[src/rtl/core/pifu_pkg.sv]
`timescale 1ns / 1ps

package pifu_pkg;

	// One byte of the incoming Ethernet frame.
	typedef struct packed {
		logic [7:0] frame_byte;
		logic       frame_end;
	} frame_t;

	// One filter decision.
	typedef struct packed {
		logic       drop;
		logic [2:0] reason;
	} verdict_t;

	// Header fields of one finished frame, handed from the parser to the decision stage.
	// pos is the position of the final byte, so the frame length is pos + 1.
	typedef struct packed {
		logic [6:0]  pos;
		logic [15:0] ether_type;
		logic [3:0]  ihl;
		logic [12:0] frag_offset;
		logic [7:0]  protocol;
		logic [31:0] dest_addr;
		logic [15:0] l4_port;
	} parse_rec_t;

	typedef struct packed {
		logic [31:0] base;
		logic [31:0] mask;
	} subnet_t;

	typedef struct packed {
		subnet_t [2:0] subnet;
		logic [15:0]   exempt_port;
	} cfg_t;

	// Configuration register indexes.
	localparam logic [2:0] CFG_FIRST_BASE   = 3'd0;
	localparam logic [2:0] CFG_FIRST_MASK   = 3'd1;
	localparam logic [2:0] CFG_SECOND_BASE  = 3'd2;
	localparam logic [2:0] CFG_SECOND_MASK  = 3'd3;
	localparam logic [2:0] CFG_THIRD_BASE   = 3'd4;
	localparam logic [2:0] CFG_THIRD_MASK   = 3'd5;
	localparam logic [2:0] CFG_EXEMPT_PORT  = 3'd6;

	// Register reset values (RFC 1918 ranges and the SSH port).
	localparam logic [31:0] RST_FIRST_BASE  = 32'h0A00_0000;
	localparam logic [31:0] RST_FIRST_MASK  = 32'hFF00_0000;
	localparam logic [31:0] RST_SECOND_BASE = 32'hAC10_0000;
	localparam logic [31:0] RST_SECOND_MASK = 32'hFFF0_0000;
	localparam logic [31:0] RST_THIRD_BASE  = 32'hC0A8_0000;
	localparam logic [31:0] RST_THIRD_MASK  = 32'hFFFF_0000;
	localparam logic [15:0] RST_EXEMPT_PORT = 16'd22;

	// Reason codes.
	localparam logic [2:0] REASON_SHORT   = 3'd0;
	localparam logic [2:0] REASON_BAD_HDR = 3'd1;
	localparam logic [2:0] REASON_PUBLIC  = 3'd2;
	localparam logic [2:0] REASON_EXEMPT  = 3'd3;
	localparam logic [2:0] REASON_ICMP    = 3'd4;
	localparam logic [2:0] REASON_PRIVATE = 3'd5;

	// Frame layout.
	localparam logic [6:0]  POS_ETYPE_HI  = 7'd12;
	localparam logic [6:0]  POS_ETYPE_LO  = 7'd13;
	localparam logic [6:0]  POS_IHL       = 7'd14;
	localparam logic [6:0]  POS_FRAG_HI   = 7'd20;
	localparam logic [6:0]  POS_FRAG_LO   = 7'd21;
	localparam logic [6:0]  POS_PROTO     = 7'd23;
	localparam logic [6:0]  POS_DEST_FST  = 7'd30;
	localparam logic [6:0]  POS_DEST_LST  = 7'd33;
	localparam logic [6:0]  POS_MAX       = 7'd127;
	localparam logic [6:0]  ETH_HDR_LEN   = 7'd14;
	localparam logic [3:0]  MIN_IHL       = 4'd5;
	localparam logic [15:0] ETYPE_IPV4    = 16'h0800;
	localparam logic [7:0]  PROTO_ICMP    = 8'd1;
	localparam logic [7:0]  PROTO_TCP     = 8'd6;

endpackage

[src/rtl/core/pifu_parse.sv]
`timescale 1ns / 1ps

// Front end: counts frame bytes and captures header fields at their positions.
module pifu_parse
	import pifu_pkg::*;
(
	input  logic       clk,
	input  logic       arst_n,
	input  logic       accept,
	input  frame_t     frame,
	output logic       push,
	output parse_rec_t rec
);

	logic [6:0]  pos_q;
	logic [15:0] ether_type_q;
	logic [3:0]  ihl_q;
	logic [12:0] frag_q;
	logic [7:0]  proto_q;
	logic [31:0] dest_q;
	logic [15:0] sport_q;

	logic [15:0] ether_type_nxt;
	logic [3:0]  ihl_nxt;
	logic [12:0] frag_nxt;
	logic [7:0]  proto_nxt;
	logic [31:0] dest_nxt;
	logic [15:0] sport_nxt;
	logic [6:0]  l4_pos;
	logic [7:0]  b;

	assign b      = frame.frame_byte;
	assign l4_pos = ETH_HDR_LEN + {1'b0, ihl_q, 2'b00};

	always_comb begin
		ether_type_nxt = ether_type_q;
		ihl_nxt        = ihl_q;
		frag_nxt       = frag_q;
		proto_nxt      = proto_q;
		dest_nxt       = dest_q;
		sport_nxt      = sport_q;
		priority if (pos_q == POS_ETYPE_HI) begin
			ether_type_nxt = {b, ether_type_q[7:0]};
		end else if (pos_q == POS_ETYPE_LO) begin
			ether_type_nxt = {ether_type_q[15:8], b};
		end else if (pos_q == POS_IHL) begin
			ihl_nxt = b[3:0];
		end else if (pos_q == POS_FRAG_HI) begin
			frag_nxt = {b[4:0], frag_q[7:0]};
		end else if (pos_q == POS_FRAG_LO) begin
			frag_nxt = {frag_q[12:8], b};
		end else if (pos_q == POS_PROTO) begin
			proto_nxt = b;
		end else if (pos_q >= POS_DEST_FST && pos_q <= POS_DEST_LST) begin
			dest_nxt = {dest_q[23:0], b};
		end else begin
		end
		// The L4 header starts at 34 or later, past every fixed field above.
		if (ihl_q >= MIN_IHL) begin
			if (pos_q == l4_pos) begin
				sport_nxt = {b, sport_q[7:0]};
			end else if (pos_q == l4_pos + 7'd1) begin
				sport_nxt = {sport_q[15:8], b};
			end
		end
	end

	assign push            = accept && frame.frame_end;
	assign rec.pos         = pos_q;
	assign rec.ether_type  = ether_type_nxt;
	assign rec.ihl         = ihl_nxt;
	assign rec.frag_offset = frag_nxt;
	assign rec.protocol    = proto_nxt;
	assign rec.dest_addr   = dest_nxt;
	assign rec.l4_port     = sport_nxt;

	always_ff @(posedge clk or negedge arst_n) begin
		if (!arst_n) begin
			pos_q        <= '0;
			ether_type_q <= '0;
			ihl_q        <= '0;
			frag_q       <= '0;
			proto_q      <= '0;
			dest_q       <= '0;
			sport_q      <= '0;
		end else if (accept) begin
			if (frame.frame_end) begin
				pos_q        <= '0;
				ether_type_q <= '0;
				ihl_q        <= '0;
				frag_q       <= '0;
				proto_q      <= '0;
				dest_q       <= '0;
				sport_q      <= '0;
			end else begin
				if (pos_q != POS_MAX) begin
					pos_q <= pos_q + 7'd1;
				end
				ether_type_q <= ether_type_nxt;
				ihl_q        <= ihl_nxt;
				frag_q       <= frag_nxt;
				proto_q      <= proto_nxt;
				dest_q       <= dest_nxt;
				sport_q      <= sport_nxt;
			end
		end
	end

endmodule

[src/rtl/core/pifu_queue.sv]
`timescale 1ns / 1ps

// Small register queue of parsed frame records.
module pifu_queue
	import pifu_pkg::*;
#(
	parameter int DEPTH = 2
) (
	input  logic       clk,
	input  logic       arst_n,
	input  logic       push,
	input  parse_rec_t push_rec,
	input  logic       pop,
	output parse_rec_t pop_rec,
	output logic       full,
	output logic       empty
);

	localparam int PW = (DEPTH > 1) ? $clog2(DEPTH) : 1;
	localparam int CW = $clog2(DEPTH + 1);
	localparam logic [PW-1:0] LAST_PTR = PW'(DEPTH - 1);
	localparam logic [CW-1:0] FULL_CNT = CW'(DEPTH);

	parse_rec_t          store_q [DEPTH];
	logic [PW-1:0]       wr_ptr_q;
	logic [PW-1:0]       rd_ptr_q;
	logic [CW-1:0]       count_q;
	logic                do_push;
	logic                do_pop;

	assign full    = (count_q == FULL_CNT);
	assign empty   = (count_q == '0);
	assign do_push = push && !full;
	assign do_pop  = pop && !empty;
	assign pop_rec = store_q[rd_ptr_q];

	always_ff @(posedge clk) begin
		if (do_push) begin
			store_q[wr_ptr_q] <= push_rec;
		end
	end

	always_ff @(posedge clk or negedge arst_n) begin
		if (!arst_n) begin
			wr_ptr_q <= '0;
			rd_ptr_q <= '0;
			count_q  <= '0;
		end else begin
			if (do_push) begin
				wr_ptr_q <= (wr_ptr_q == LAST_PTR) ? '0 : wr_ptr_q + PW'(1);
			end
			if (do_pop) begin
				rd_ptr_q <= (rd_ptr_q == LAST_PTR) ? '0 : rd_ptr_q + PW'(1);
			end
			if (do_push && !do_pop) begin
				count_q <= count_q + CW'(1);
			end else if (do_pop && !do_push) begin
				count_q <= count_q - CW'(1);
			end
		end
	end

endmodule

[src/rtl/core/pifu_verdict.sv]
`timescale 1ns / 1ps

// Back end: turns one parsed record into a pass or drop decision and holds it
// in the output register until it is taken.
module pifu_verdict
	import pifu_pkg::*;
(
	input  logic       clk,
	input  logic       arst_n,
	input  cfg_t       cfg,
	input  logic       rec_valid,
	input  parse_rec_t rec,
	output logic       pop,
	output logic       verdict_valid,
	input  logic       verdict_stall,
	output verdict_t   verdict
);

	logic       valid_q;
	verdict_t   verdict_q;
	verdict_t   result;
	logic [2:0] hit;
	logic [6:0] tcp_min_pos;

	// The last byte must reach position 17 + 4*IHL for four L4 bytes to be present.
	assign tcp_min_pos = 7'd17 + {1'b0, rec.ihl, 2'b00};

	always_comb begin
		for (int i = 0; i < 3; i++) begin
			hit[i] = (rec.dest_addr & cfg.subnet[i].mask)
				== (cfg.subnet[i].base & cfg.subnet[i].mask);
		end
	end

	always_comb begin
		result.drop   = 1'b0;
		result.reason = REASON_SHORT;
		// Length below 34 bytes means the last byte sits before position 33.
		priority if (rec.ether_type != ETYPE_IPV4 || rec.pos < 7'd33) begin
			result.reason = REASON_SHORT;
		end else if (rec.ihl < MIN_IHL || rec.frag_offset != '0) begin
			result.reason = REASON_BAD_HDR;
		end else if (hit == '0) begin
			result.reason = REASON_PUBLIC;
		end else if (rec.protocol == PROTO_ICMP) begin
			result.drop   = 1'b1;
			result.reason = REASON_ICMP;
		end else if (rec.protocol == PROTO_TCP && rec.pos < tcp_min_pos) begin
			result.reason = REASON_SHORT;
		end else if (rec.protocol == PROTO_TCP && rec.l4_port == cfg.exempt_port) begin
			result.reason = REASON_EXEMPT;
		end else begin
			result.drop   = 1'b1;
			result.reason = REASON_PRIVATE;
		end
	end

	assign pop           = rec_valid && (!valid_q || !verdict_stall);
	assign verdict_valid = valid_q;
	assign verdict       = verdict_q;

	always_ff @(posedge clk or negedge arst_n) begin
		if (!arst_n) begin
			valid_q <= 1'b0;
		end else if (pop) begin
			valid_q <= 1'b1;
		end else if (!verdict_stall) begin
			valid_q <= 1'b0;
		end
	end

	always_ff @(posedge clk) begin
		if (pop) begin
			verdict_q <= result;
		end
	end

endmodule

[src/rtl/core/private_ipv4_packet_filter_unit.sv]
`timescale 1ns / 1ps

// Channel   Direction  Handshake                  Payload
// frame     in         frame_valid / frame_stall  frame_t   (frame_byte, frame_end)
// verdict   out        verdict_valid / verdict_stall  verdict_t (drop, reason)
// cfg       in         cfg_valid / cfg_ready      cfg_index (3 bits), cfg_data (32 bits)
//
// The block takes one frame byte per clock while frame_stall is low. A frame's
// record is queued with its final byte; its verdict is registered when the record
// is popped. Reset clears the byte counter, the captured fields, the queue and the
// output valid, and loads the register defaults. frame_stall rises only when the
// record queue is full, which needs QUEUE_DEPTH frame ends waiting behind a stalled
// verdict channel; cfg_ready is always high.
module private_ipv4_packet_filter_unit
	import pifu_pkg::*;
#(
	parameter int QUEUE_DEPTH = 2
) (
	input  logic        clk,
	input  logic        arst_n,
	input  logic        frame_valid,
	output logic        frame_stall,
	input  frame_t      frame,
	output logic        verdict_valid,
	input  logic        verdict_stall,
	output verdict_t    verdict,
	input  logic        cfg_valid,
	output logic        cfg_ready,
	input  logic [2:0]  cfg_index,
	input  logic [31:0] cfg_data
);

	cfg_t       cfg_q;
	logic       frame_accept;
	logic       rec_push;
	parse_rec_t rec_in;
	parse_rec_t rec_out;
	logic       rec_pop;
	logic       queue_full;
	logic       queue_empty;

	// Configuration writes land directly in the register file. Indexes past the
	// exempt port have no register behind them and are dropped.
	assign cfg_ready = 1'b1;

	always_ff @(posedge clk or negedge arst_n) begin
		if (!arst_n) begin
			cfg_q.subnet[0].base <= RST_FIRST_BASE;
			cfg_q.subnet[0].mask <= RST_FIRST_MASK;
			cfg_q.subnet[1].base <= RST_SECOND_BASE;
			cfg_q.subnet[1].mask <= RST_SECOND_MASK;
			cfg_q.subnet[2].base <= RST_THIRD_BASE;
			cfg_q.subnet[2].mask <= RST_THIRD_MASK;
			cfg_q.exempt_port    <= RST_EXEMPT_PORT;
		end else if (cfg_valid && cfg_ready) begin
			unique case (cfg_index)
				CFG_FIRST_BASE:  cfg_q.subnet[0].base <= cfg_data;
				CFG_FIRST_MASK:  cfg_q.subnet[0].mask <= cfg_data;
				CFG_SECOND_BASE: cfg_q.subnet[1].base <= cfg_data;
				CFG_SECOND_MASK: cfg_q.subnet[1].mask <= cfg_data;
				CFG_THIRD_BASE:  cfg_q.subnet[2].base <= cfg_data;
				CFG_THIRD_MASK:  cfg_q.subnet[2].mask <= cfg_data;
				CFG_EXEMPT_PORT: cfg_q.exempt_port    <= cfg_data[15:0];
				default: begin
				end
			endcase
		end
	end

	// The front end never waits on the verdict channel directly; only a full
	// queue holds off new bytes.
	assign frame_stall  = queue_full;
	assign frame_accept = frame_valid && !frame_stall;

	pifu_parse u_parse (
		.clk    (clk),
		.arst_n (arst_n),
		.accept (frame_accept),
		.frame  (frame),
		.push   (rec_push),
		.rec    (rec_in)
	);

	pifu_queue #(
		.DEPTH (QUEUE_DEPTH)
	) u_queue (
		.clk      (clk),
		.arst_n   (arst_n),
		.push     (rec_push),
		.push_rec (rec_in),
		.pop      (rec_pop),
		.pop_rec  (rec_out),
		.full     (queue_full),
		.empty    (queue_empty)
	);

	pifu_verdict u_verdict (
		.clk           (clk),
		.arst_n        (arst_n),
		.cfg           (cfg_q),
		.rec_valid     (!queue_empty),
		.rec           (rec_out),
		.pop           (rec_pop),
		.verdict_valid (verdict_valid),
		.verdict_stall (verdict_stall),
		.verdict       (verdict)
	);

endmodule

[config.mk]
export PLATFORM = sky130hd
export DESIGN_NAME = private_ipv4_packet_filter_unit
export DESIGN_NICKNAME = d
export VERILOG_FILES = /design/src/rtl/core/pifu_pkg.sv /design/src/rtl/core/pifu_parse.sv /design/src/rtl/core/pifu_queue.sv /design/src/rtl/core/pifu_verdict.sv /design/src/rtl/core/private_ipv4_packet_filter_unit.sv
export SDC_FILE = /design/constraint.sdc
export NUM_CORES = 1
export LEC_CHECK = 0
export BUFFER_PORTS_ARGS = -buffer_cell sky130_fd_sc_hd__buf_2
export CELL_PAD_IN_SITES_DETAIL_PLACEMENT = 1
export CELL_PAD_IN_SITES_GLOBAL_PLACEMENT = 2
export CORE_MARGIN = 10
export CORE_UTILIZATION = 47
export DETAILED_ROUTE_END_ITERATION = 8
export GPL_ROUTABILITY_DRIVEN = 0
export HOLD_SLACK_MARGIN = 0.05
export PLACE_DENSITY_LB_ADDON = 0.1
export SYNTH_ARGS = -nofsm -noshare
export SYNTH_HDL_FRONTEND = slang
export SYNTH_SLANG_ARGS = --single-unit
[constraint.sdc]
create_clock -name clk -period 6 [get_ports clk]
set_clock_uncertainty 0.1 [all_clocks]
set_input_delay 0.9 -clock clk [delete_from_list [all_inputs] [get_ports clk]]
set_output_delay 0.9 -clock clk [all_outputs]
set_load 0.05 [all_outputs]
==> results of run 1 <==
worst min path at each step:
stage                            startpoint                      end  slack (ps)  depth (start not counted)
finish                               arst_n               cfg_q[178]         290                          1
global route                         arst_n               cfg_q[178]         350                          1
CTS                                  arst_n               cfg_q[178]         320                          1
detailed placement  u_verdict.verdict_valid  u_verdict.verdict_valid         380                          2
global placement    u_verdict.verdict_valid  u_verdict.verdict_valid         370                          2
floorplan                  u_parse.pos_q[2]   u_queue.store_q[0][91]         340                          0
logic make-up (layout without fill, tap and decap cells):
logic type / after synthesis / in the layout
compound gates: 168 / 168
xor+xnor: 119 / 119
fa+ha+maj: 14 / 14
buf+inv: 73 / 184
flops: 504 / 504
mux: 357 / 357
other cells: 1 / 1
simple gates: 138 / 138
sequential cells by signal, indices dropped and copies added, names as in the netlist:
| signal | flops |
|---|---|
| u_parse.sport_q | 16 |
| u_verdict.verdict | 3 |
| u_parse.ihl_q | 4 |
| u_queue.rd_ptr_q | 1 |
| u_parse.ether_type_q | 16 |
| u_queue.store_q | 192 |
| u_verdict.verdict_valid | 1 |
| u_parse.proto_q | 8 |
| cfg_q | 208 |
| u_queue.wr_ptr_q | 1 |
| u_parse.frag_q | 13 |
| u_parse.dest_q | 32 |
| u_queue.count_q | 2 |
| u_parse.pos_q | 7 |
metal layers:
layer / share of wire [%] / GRT usage, %
met2: 50 / 35.13
met1: 45 / 26.95
met4: 1.9 / 5.247
met3: 2.9 / 2.647
met5: 0 / 0
stage by stage:
stage / instances / area, um^2 / setup WS (ps) / hold slack, ps / power, uW
detailed placement: 1985 / 22540 / 2117 / 381.0 / 6819
global placement: 1985 / 22540 / 2214 / 373.3 / 6763
global route: 2085 / 24240 / 1874 / 350.6 / 10380
CTS: 2085 / 24240 / 2095 / 322.4 / 10040
floorplan: 1374 / 21600 / 142.3 / 336.8 / 6143
finish: 2085 / 24240 / 2064 / 292.7 / 9927
layout by cell type (no fill, tap or decap), types with 7 or more instances in the layout:
cell type	n
buf_2	53
o21ai_0	10
clkbuf_8	9
mux2_2	292
ha_1	14
nor4_1	14
inv_1	13
buf_4	15
clkbuf_1	14
xnor2_1	113
nand2_1	28
mux2i_1	28
a22o_1	86
nor2_1	22
clkbuf_16	55
nand2b_1	9
a21oi_1	7
nand4_1	16
clkinv_2	11
a22oi_1	44
mux2i_4	20
dfrtp_1	257
mux2_1	7
nor3_1	7
edfxtp_1	195
mux2i_2	10
dfstp_2	51
nand3_1	7
cell type report:
type	count	area (um^2)
clock inverter	22	148.9
clock buffer	78	1553
multi-input combinational	797	7649
inverter	13	48.80
timing repair buffer	71	432.9
tap	600	750.7
sequential	504	13660
fill	4299	21140
worst reg2reg max path: stages (launching register included):
cell	delay, ps
dfrtp_4	1050
buf_4	760
mux2i_2	430
mux2i_1	340
a2111oi_2	80
nand3_1	130
nor4_2	60
o31ai_1	580
a21oi_1	150
power by group through the flow:
stage,sequential [uW],clock (uW),combinational [uW]
final,4640,3200,2090
after global placement,4700,0,2060
after CTS,4650,3260,2130
after floorplan,4500,0,1650
after detailed placement,4700,0,2120
after global routing,4700,3420,2260
==> qor.txt, run 1 <==
WL/cell: 26.31 um
Critical path depth: 8
Antenna violations before repair: 1
Post-Synth Simple-Gate Area: 3.596%
Yosys top cell area share: 29.88%
Final setup TNS: 0 ps
GRT Overall Usage: 20.43%
Max Cap Viol: 0
Drt first pass iters: 4
Critical Path Start: u_queue.rd_ptr_q
Core area: 45,380 um^2
CTS Buf Count: 53
Period utilisation layout: 65.60%
Sw Ratio: 29.67%
R2R Path End: u_verdict.verdict[0]
CP max stage delay: 1050 ps
Initial Util: 47.61%
Post-synth ARST share: 61.31%
Area share of xor/xnor cells in the synthesized design: 4.824%
Avg Synthesized Cell Area: 15.72 um^2
Most area-hungry cell type in the Yosys netlist: dfrtp_1
Synth Flop Type: dfrtp_1
Die Height: 234.4 um
Top Ports: 56
Critical R2R Launch: u_queue.rd_ptr_q
Final number of max-transition violations: 0
Pleak: 0.009519 uW
Final setup viols: 0
CTS tree: yes
Post-synth top cells: mux2_2 (292), dfrtp_1 (258), edfxtp_1 (195)
First-pass GRT wire length: 84.11 mm
Hold Buf Count CTS: 0
Worst setup EP type: flip-flop
Flops & latches, synth: 504
Crit-path cells: buf_4, mux2i_2, mux2i_1, a2111oi_2, nand3_1, nor4_2, o31ai_1, a21oi_1
Sw power: 2945 uW
Crit path DAT: 4160 ps
Worst slew pin tran: 1129 ps
Relative slew margins: 24.72%
Period minus WS final: 3936 ps
Final Util: 53.41%
IO buf count: 54
Setup repair bufs after CTS: 0
Worst min-delay path category: in -> async
Slowest CP cell: dfrtp_4
Worst-Skew Late Latency: 600 ps
Die width: 234.4 um
N_diodes: 0
Worst-case clock buffer depth: 3
Die area: 54,940 um^2
Worst Setup EP: u_verdict.verdict[0]
Top cells by area, synth: dfrtp_1 (30%), edfxtp_1 (27%), mux2_2 (15%)
Main combinational cell family by area after synthesis: multiplexers
Yosys cell types: 58
Vias in the first global route: 12,970
Post-DRT Antenna Nets: 0
Pwr/cell area: 409.6 nW/um^2
Dpl hpwl: 36.12 mm
Post-synth EDFFs: 195
Sequential cell area fraction in the yosys report: 63.19%
Htree depth: 2
Clk pin slew, worst setup/hold paths: 60 ps
GRT Residual Overflow: 0
Post-Syn Area: 21,600 um^2
Post-synthesis mux area share: 19.60%
Reg2reg path depth: 8
Overall routed net length: 54.85 mm
Setup crit start kind: flip-flop
Sequential Power Share: 46.8%
Max IR drop VDD: 0.0003575 V
Clock Power Share: 32.2%
Layout area overhead: 12.19%
Most common cell in the netlist: mux2_2
Post-CTS Resized: 0
Gate power share: 21.0%
Clock Root Buffer: clkbuf_16
Largest net degree at the start of global routing: 121
Max Fclk: 254.1 MHz
Via count: 11,800
Layout cells sized above 1: 36.57%
Ys Warns: 0
Cells after Synth: 1,374
Starting DRT DRC Count: 686
# rows: 78
Syn Nets: 1,437
Delay-heaviest family, CP: flip-flops
Kind of critical path: reg -> reg
Post-route DRC violation count: 0
WP data required: 6220 ps
Vias per cell: 5.660
CTS sink cnt: 504
RSZ-0062 raised after global routing: no
Worst reg-to-reg setup slack: 2060 ps
Synth Area in Compound Gates: 6.278%
Final hold violation count: 0
Internal power: 6982 uW
Post-layout nets: 1,503
Adder-Cell Fraction of Synth Area: 0.8108%
Status: finished clean
Critical Path Fanout Max: 51
Critical path buffers and inverters: 1
Note: power is estimated with default switching activity, not from simulation.
==> inputs of run 2 (changes only) <==
--- a/config.mk
+++ b/config.mk
@@ -5,11 +5,12 @@
 export SDC_FILE = /design/constraint.sdc
 export NUM_CORES = 1
 export LEC_CHECK = 0
+export ABC_AREA = 1
 export BUFFER_PORTS_ARGS = -buffer_cell sky130_fd_sc_hd__buf_2
 export CELL_PAD_IN_SITES_DETAIL_PLACEMENT = 1
 export CELL_PAD_IN_SITES_GLOBAL_PLACEMENT = 2
 export CORE_MARGIN = 10
-export CORE_UTILIZATION = 47
+export CORE_UTILIZATION = 40
 export DETAILED_ROUTE_END_ITERATION = 8
 export GPL_ROUTABILITY_DRIVEN = 0
 export HOLD_SLACK_MARGIN = 0.05
==> constraint.sdc (replaced) <==
create_clock -name clk -period 3.7 [get_ports clk]
set_clock_uncertainty 0.1 [all_clocks]
set_input_delay 0.555 -clock clk [delete_from_list [all_inputs] [get_ports clk]]
set_output_delay 0.555 -clock clk [all_outputs]
set_load 0.05 [all_outputs]
==> qor.txt, run 2 <==
Avg Synthesized Cell Area: 9.407 um^2 (-40%)
Period utilisation layout: 79.69% (+14 points)
Overall routed net length: 67.25 mm (+23%)
Max IR drop VDD: 0.0004075 V (+14%)
CTS tree: yes
Most common cell in the netlist: nand2_1
Fillers: 6,302 (+47%)
Layout area overhead: 13.99%
Die width: 255.9 um (+9.2%)
N_diodes: 0 (unchanged)
Die Height: 255.9 um (+9.2%)
Max Cap Viol: 0 (unchanged)
Delay-heaviest family, CP: buffers and inverters
WL/cell: 20.87 um (-21%)
Top Ports: 56 (unchanged)
CP max stage delay: 510 ps (-540 ps)
Final setup viols: 0 (unchanged)
Main combinational cell family by area after synthesis: simple AND/OR/NAND/NOR gates
Drt first pass iters: 5 (+1)
Area of the multi-input gates: 7244 um^2 (-5.3%)
Worst setup EP type: flip-flop
Critical Path Fanout Max: 46 (-9.8%)
Relative slew margins: 33.30% (+8.6 points)
RSZ-0062 raised after global routing: no
Biggest regs: cfg_q x208, u_queue.store_q x192, u_parse.dest_q x32
Dpl hpwl: 45.56 mm (+26%)
Post-synth ARST share: 61.31% (unchanged)
Hold Slack: 160.6 ps (-132.1 ps)
Worst-Skew Late Latency: 630 ps (+30 ps)
WP data required: 3930 ps (-2290 ps)
GRT Overall Usage: 20.34% (-0.099 points)
Pleak: 0.01195 uW (+25%)
Synth Flop Type: dfrtp_1
Final Util: 46.05% (-7.4 points)
Register area: 13,660 um^2 (unchanged)
Final number of max-transition violations: 0 (unchanged)
Yosys cell types: 37 (-36%)
Commonest non-fill, non-tap cell in the layout: nand2_1
IO buf count: 54 (unchanged)
Most area-hungry cell type in the Yosys netlist: dfrtp_1
Vias in the first global route: 17,530 (+35%)
Worst slew pin tran: 997.0 ps (-132.2 ps)
Post-route DRC violation count: 0 (unchanged)
First-pass GRT wire length: 104.4 mm (+24%)
CTS Buf Count: 57 (+7.5%)
Post-layout nets: 2,489 (+66%)
Clock Root Buffer: clkbuf_16
Top reg by flops: cfg_q
Post-DRT Antenna Nets: 0 (unchanged)
Worst-case clock buffer depth: 3 (unchanged)
Post-synthesis mux area share: 0.1799% (-19 points)
Post-synth EDFFs: 195 (unchanged)
Pwr/cell area: 653.0 nW/um^2 (+59%)
GRT Residual Overflow: 0 (unchanged)
Layout cells sized above 1: 9.984% (-27 points)
Status: finished clean
Period minus WS final: 2949 ps (-987.6 ps)
Crit-path cells: inv_1, ha_1, inv_1, nor3_4, nor2_1, nand3_2, buf_12, o21ai_0, inv_1
Ys Warns: 0 (unchanged)
Setup crit start kind: flip-flop
Max Fclk: 339.2 MHz (+33%)
Antenna violations before repair: 0 (-1)
Most frequent cells in the layout: nand2_1 (676), o21ai_0 (320), inv_1 (266)
Final hold violation count: 0 (unchanged)
Yosys top cell area share: 29.01% (-0.88 points)
Synth Area in Compound Gates: 9.933% (+3.7 points)
CTS sink cnt: 504 (unchanged)
Syn Nets: 2,429 (+69%)
Kind of critical path: reg -> reg
Core area: 55,090 um^2 (+21%)
Clk pin slew, worst setup/hold paths: 60 ps (about the same)
Top cells by area, synth: dfrtp_1 (29%), edfxtp_1 (26%), nand2_1 (11%)
Worst min-delay path category: in -> reg
Flops & latches, synth: 504 (unchanged)
Max reg flops: 208 (unchanged)
Cell seen most often among critical-path stages: inv_1
Sequential cell area fraction in the yosys report: 61.34% (-1.9 points)
Critical path buffers and inverters: 4 (+3)
Cells after Synth: 2,366 (+72%)
Adder-Cell Fraction of Synth Area: 0.7870% (-0.024 points)
Largest net degree at the start of global routing: 82 (-32%)
# rows: 86 (+10%)
Post-Syn Area: 22,260 um^2 (+3.0%)
Post-CTS Resized: 0 (unchanged)
Vias per cell: 5.136 (-9.3%)
Initial Util: 40.40% (-7.2 points)
Die area: 65,480 um^2 (+19%)
Post-Synth Simple-Gate Area: 20.48% (+17 points)
Setup repair bufs after CTS: 0 (unchanged)
Htree depth: 2 (unchanged)
Post-synth top cells: nand2_1 (681), o21ai_0 (320), inv_1 (267)
Crit path DAT: 3180 ps (-980 ps)
Via count: 16,550 (+40%)
Area share of xor/xnor cells in the synthesized design: 0.9838% (-3.8 points)
Slowest CP cell: o21ai_0
Starting DRT DRC Count: 936 (+36%)
[run 2: cell count changes after synthesis, moves of 52 or more]
cell,change
a22o_1,-78
inv_1,+254
mux2_2,-292
nand2_1,+652
nand3_1,+157
nand3b_1,+81
nor2_1,+52
o21ai_0,+310
o22ai_1,+57
xnor2_1,-103
[run 2: cell type report]
type | count | area share (%)
Sequential cell | 504 | 53.82
Clock buffer | 90 | 6.717
Timing Repair Buffer | 88 | 2.673
Inverter | 271 | 4.019
Multi-Input combinational cell | 1504 | 28.55
Clock inverter | 17 | 0.5228
Tap cell | 748 | 3.689
[run 2: routing by layer]
layer	part of all wire, %	global-route usage (%)
met1	46	26.31
met2	50	35.55
met3	2.4	2.277
met4	2.1	5.489
met5	0	0
[run 2: kinds of logic after synthesis]
| logic type | after synthesis |
|---|---|
| xor+xnor | 25 |
| other cells | 1 |
| simple gates | 1043 |
| flops | 504 |
| fa+ha+maj | 14 |
| mux | 4 |
| compound gates | 417 |
| buf+inv | 358 |
[run 2: worst paths after layout]
path / slack, ps / to / cells past startpoint / from
max in group asynchronous: 2070 / u_parse.pos_q[1] / 3 / arst_n
max: 750 / u_queue.store_q[0][47] / 9 / u_parse.pos_q[1]
min in group asynchronous: 430 / cfg_q[135] / 2 / arst_n
max reg2reg: 750 / u_queue.store_q[0][47] / 9 / u_parse.pos_q[1]
min reg2reg: 380 / u_parse.ether_type_q[12] / 2 / u_parse.ether_type_q[12]
min: 160 / cfg_q[110] / 3 / cfg_data[30]
[run 2: stage by stage]
step,setup TNS [ps],worst slack (ps),cell area (um^2),power (uW),cells
2_1_floorplan,-64340,-335.2,22260,9692,2366
3_3_place_gp,0,798.1,23510,11010,3113
3_5_place_dp,0,750.4,23510,11170,3113
4_1_cts,0,751.2,25370,16800,3222
5_1_grt,0,544.1,25370,17520,3222
6_report,0,751.5,25370,16570,3222
[run 2: tightest hold or removal path, stage by stage]
cell	delay, ps
buf_2	100
inv_1	120
o21ai_0	110
[run 2: timing repair]
| action | in CTS | in global routing |
|---|---|---|
| setup endpoints to repair | 0 | 0 |
| hold endpoints to repair | 52 | 0 |
| hold buffers | 2 | 0 |
[run 2: power breakdown]
group / switching, uW / internal, uW
Combinational: 2670 / 1190
Clock: 2330 / 3220
Sequential: 499 / 6670
Total: 5490 / 11100
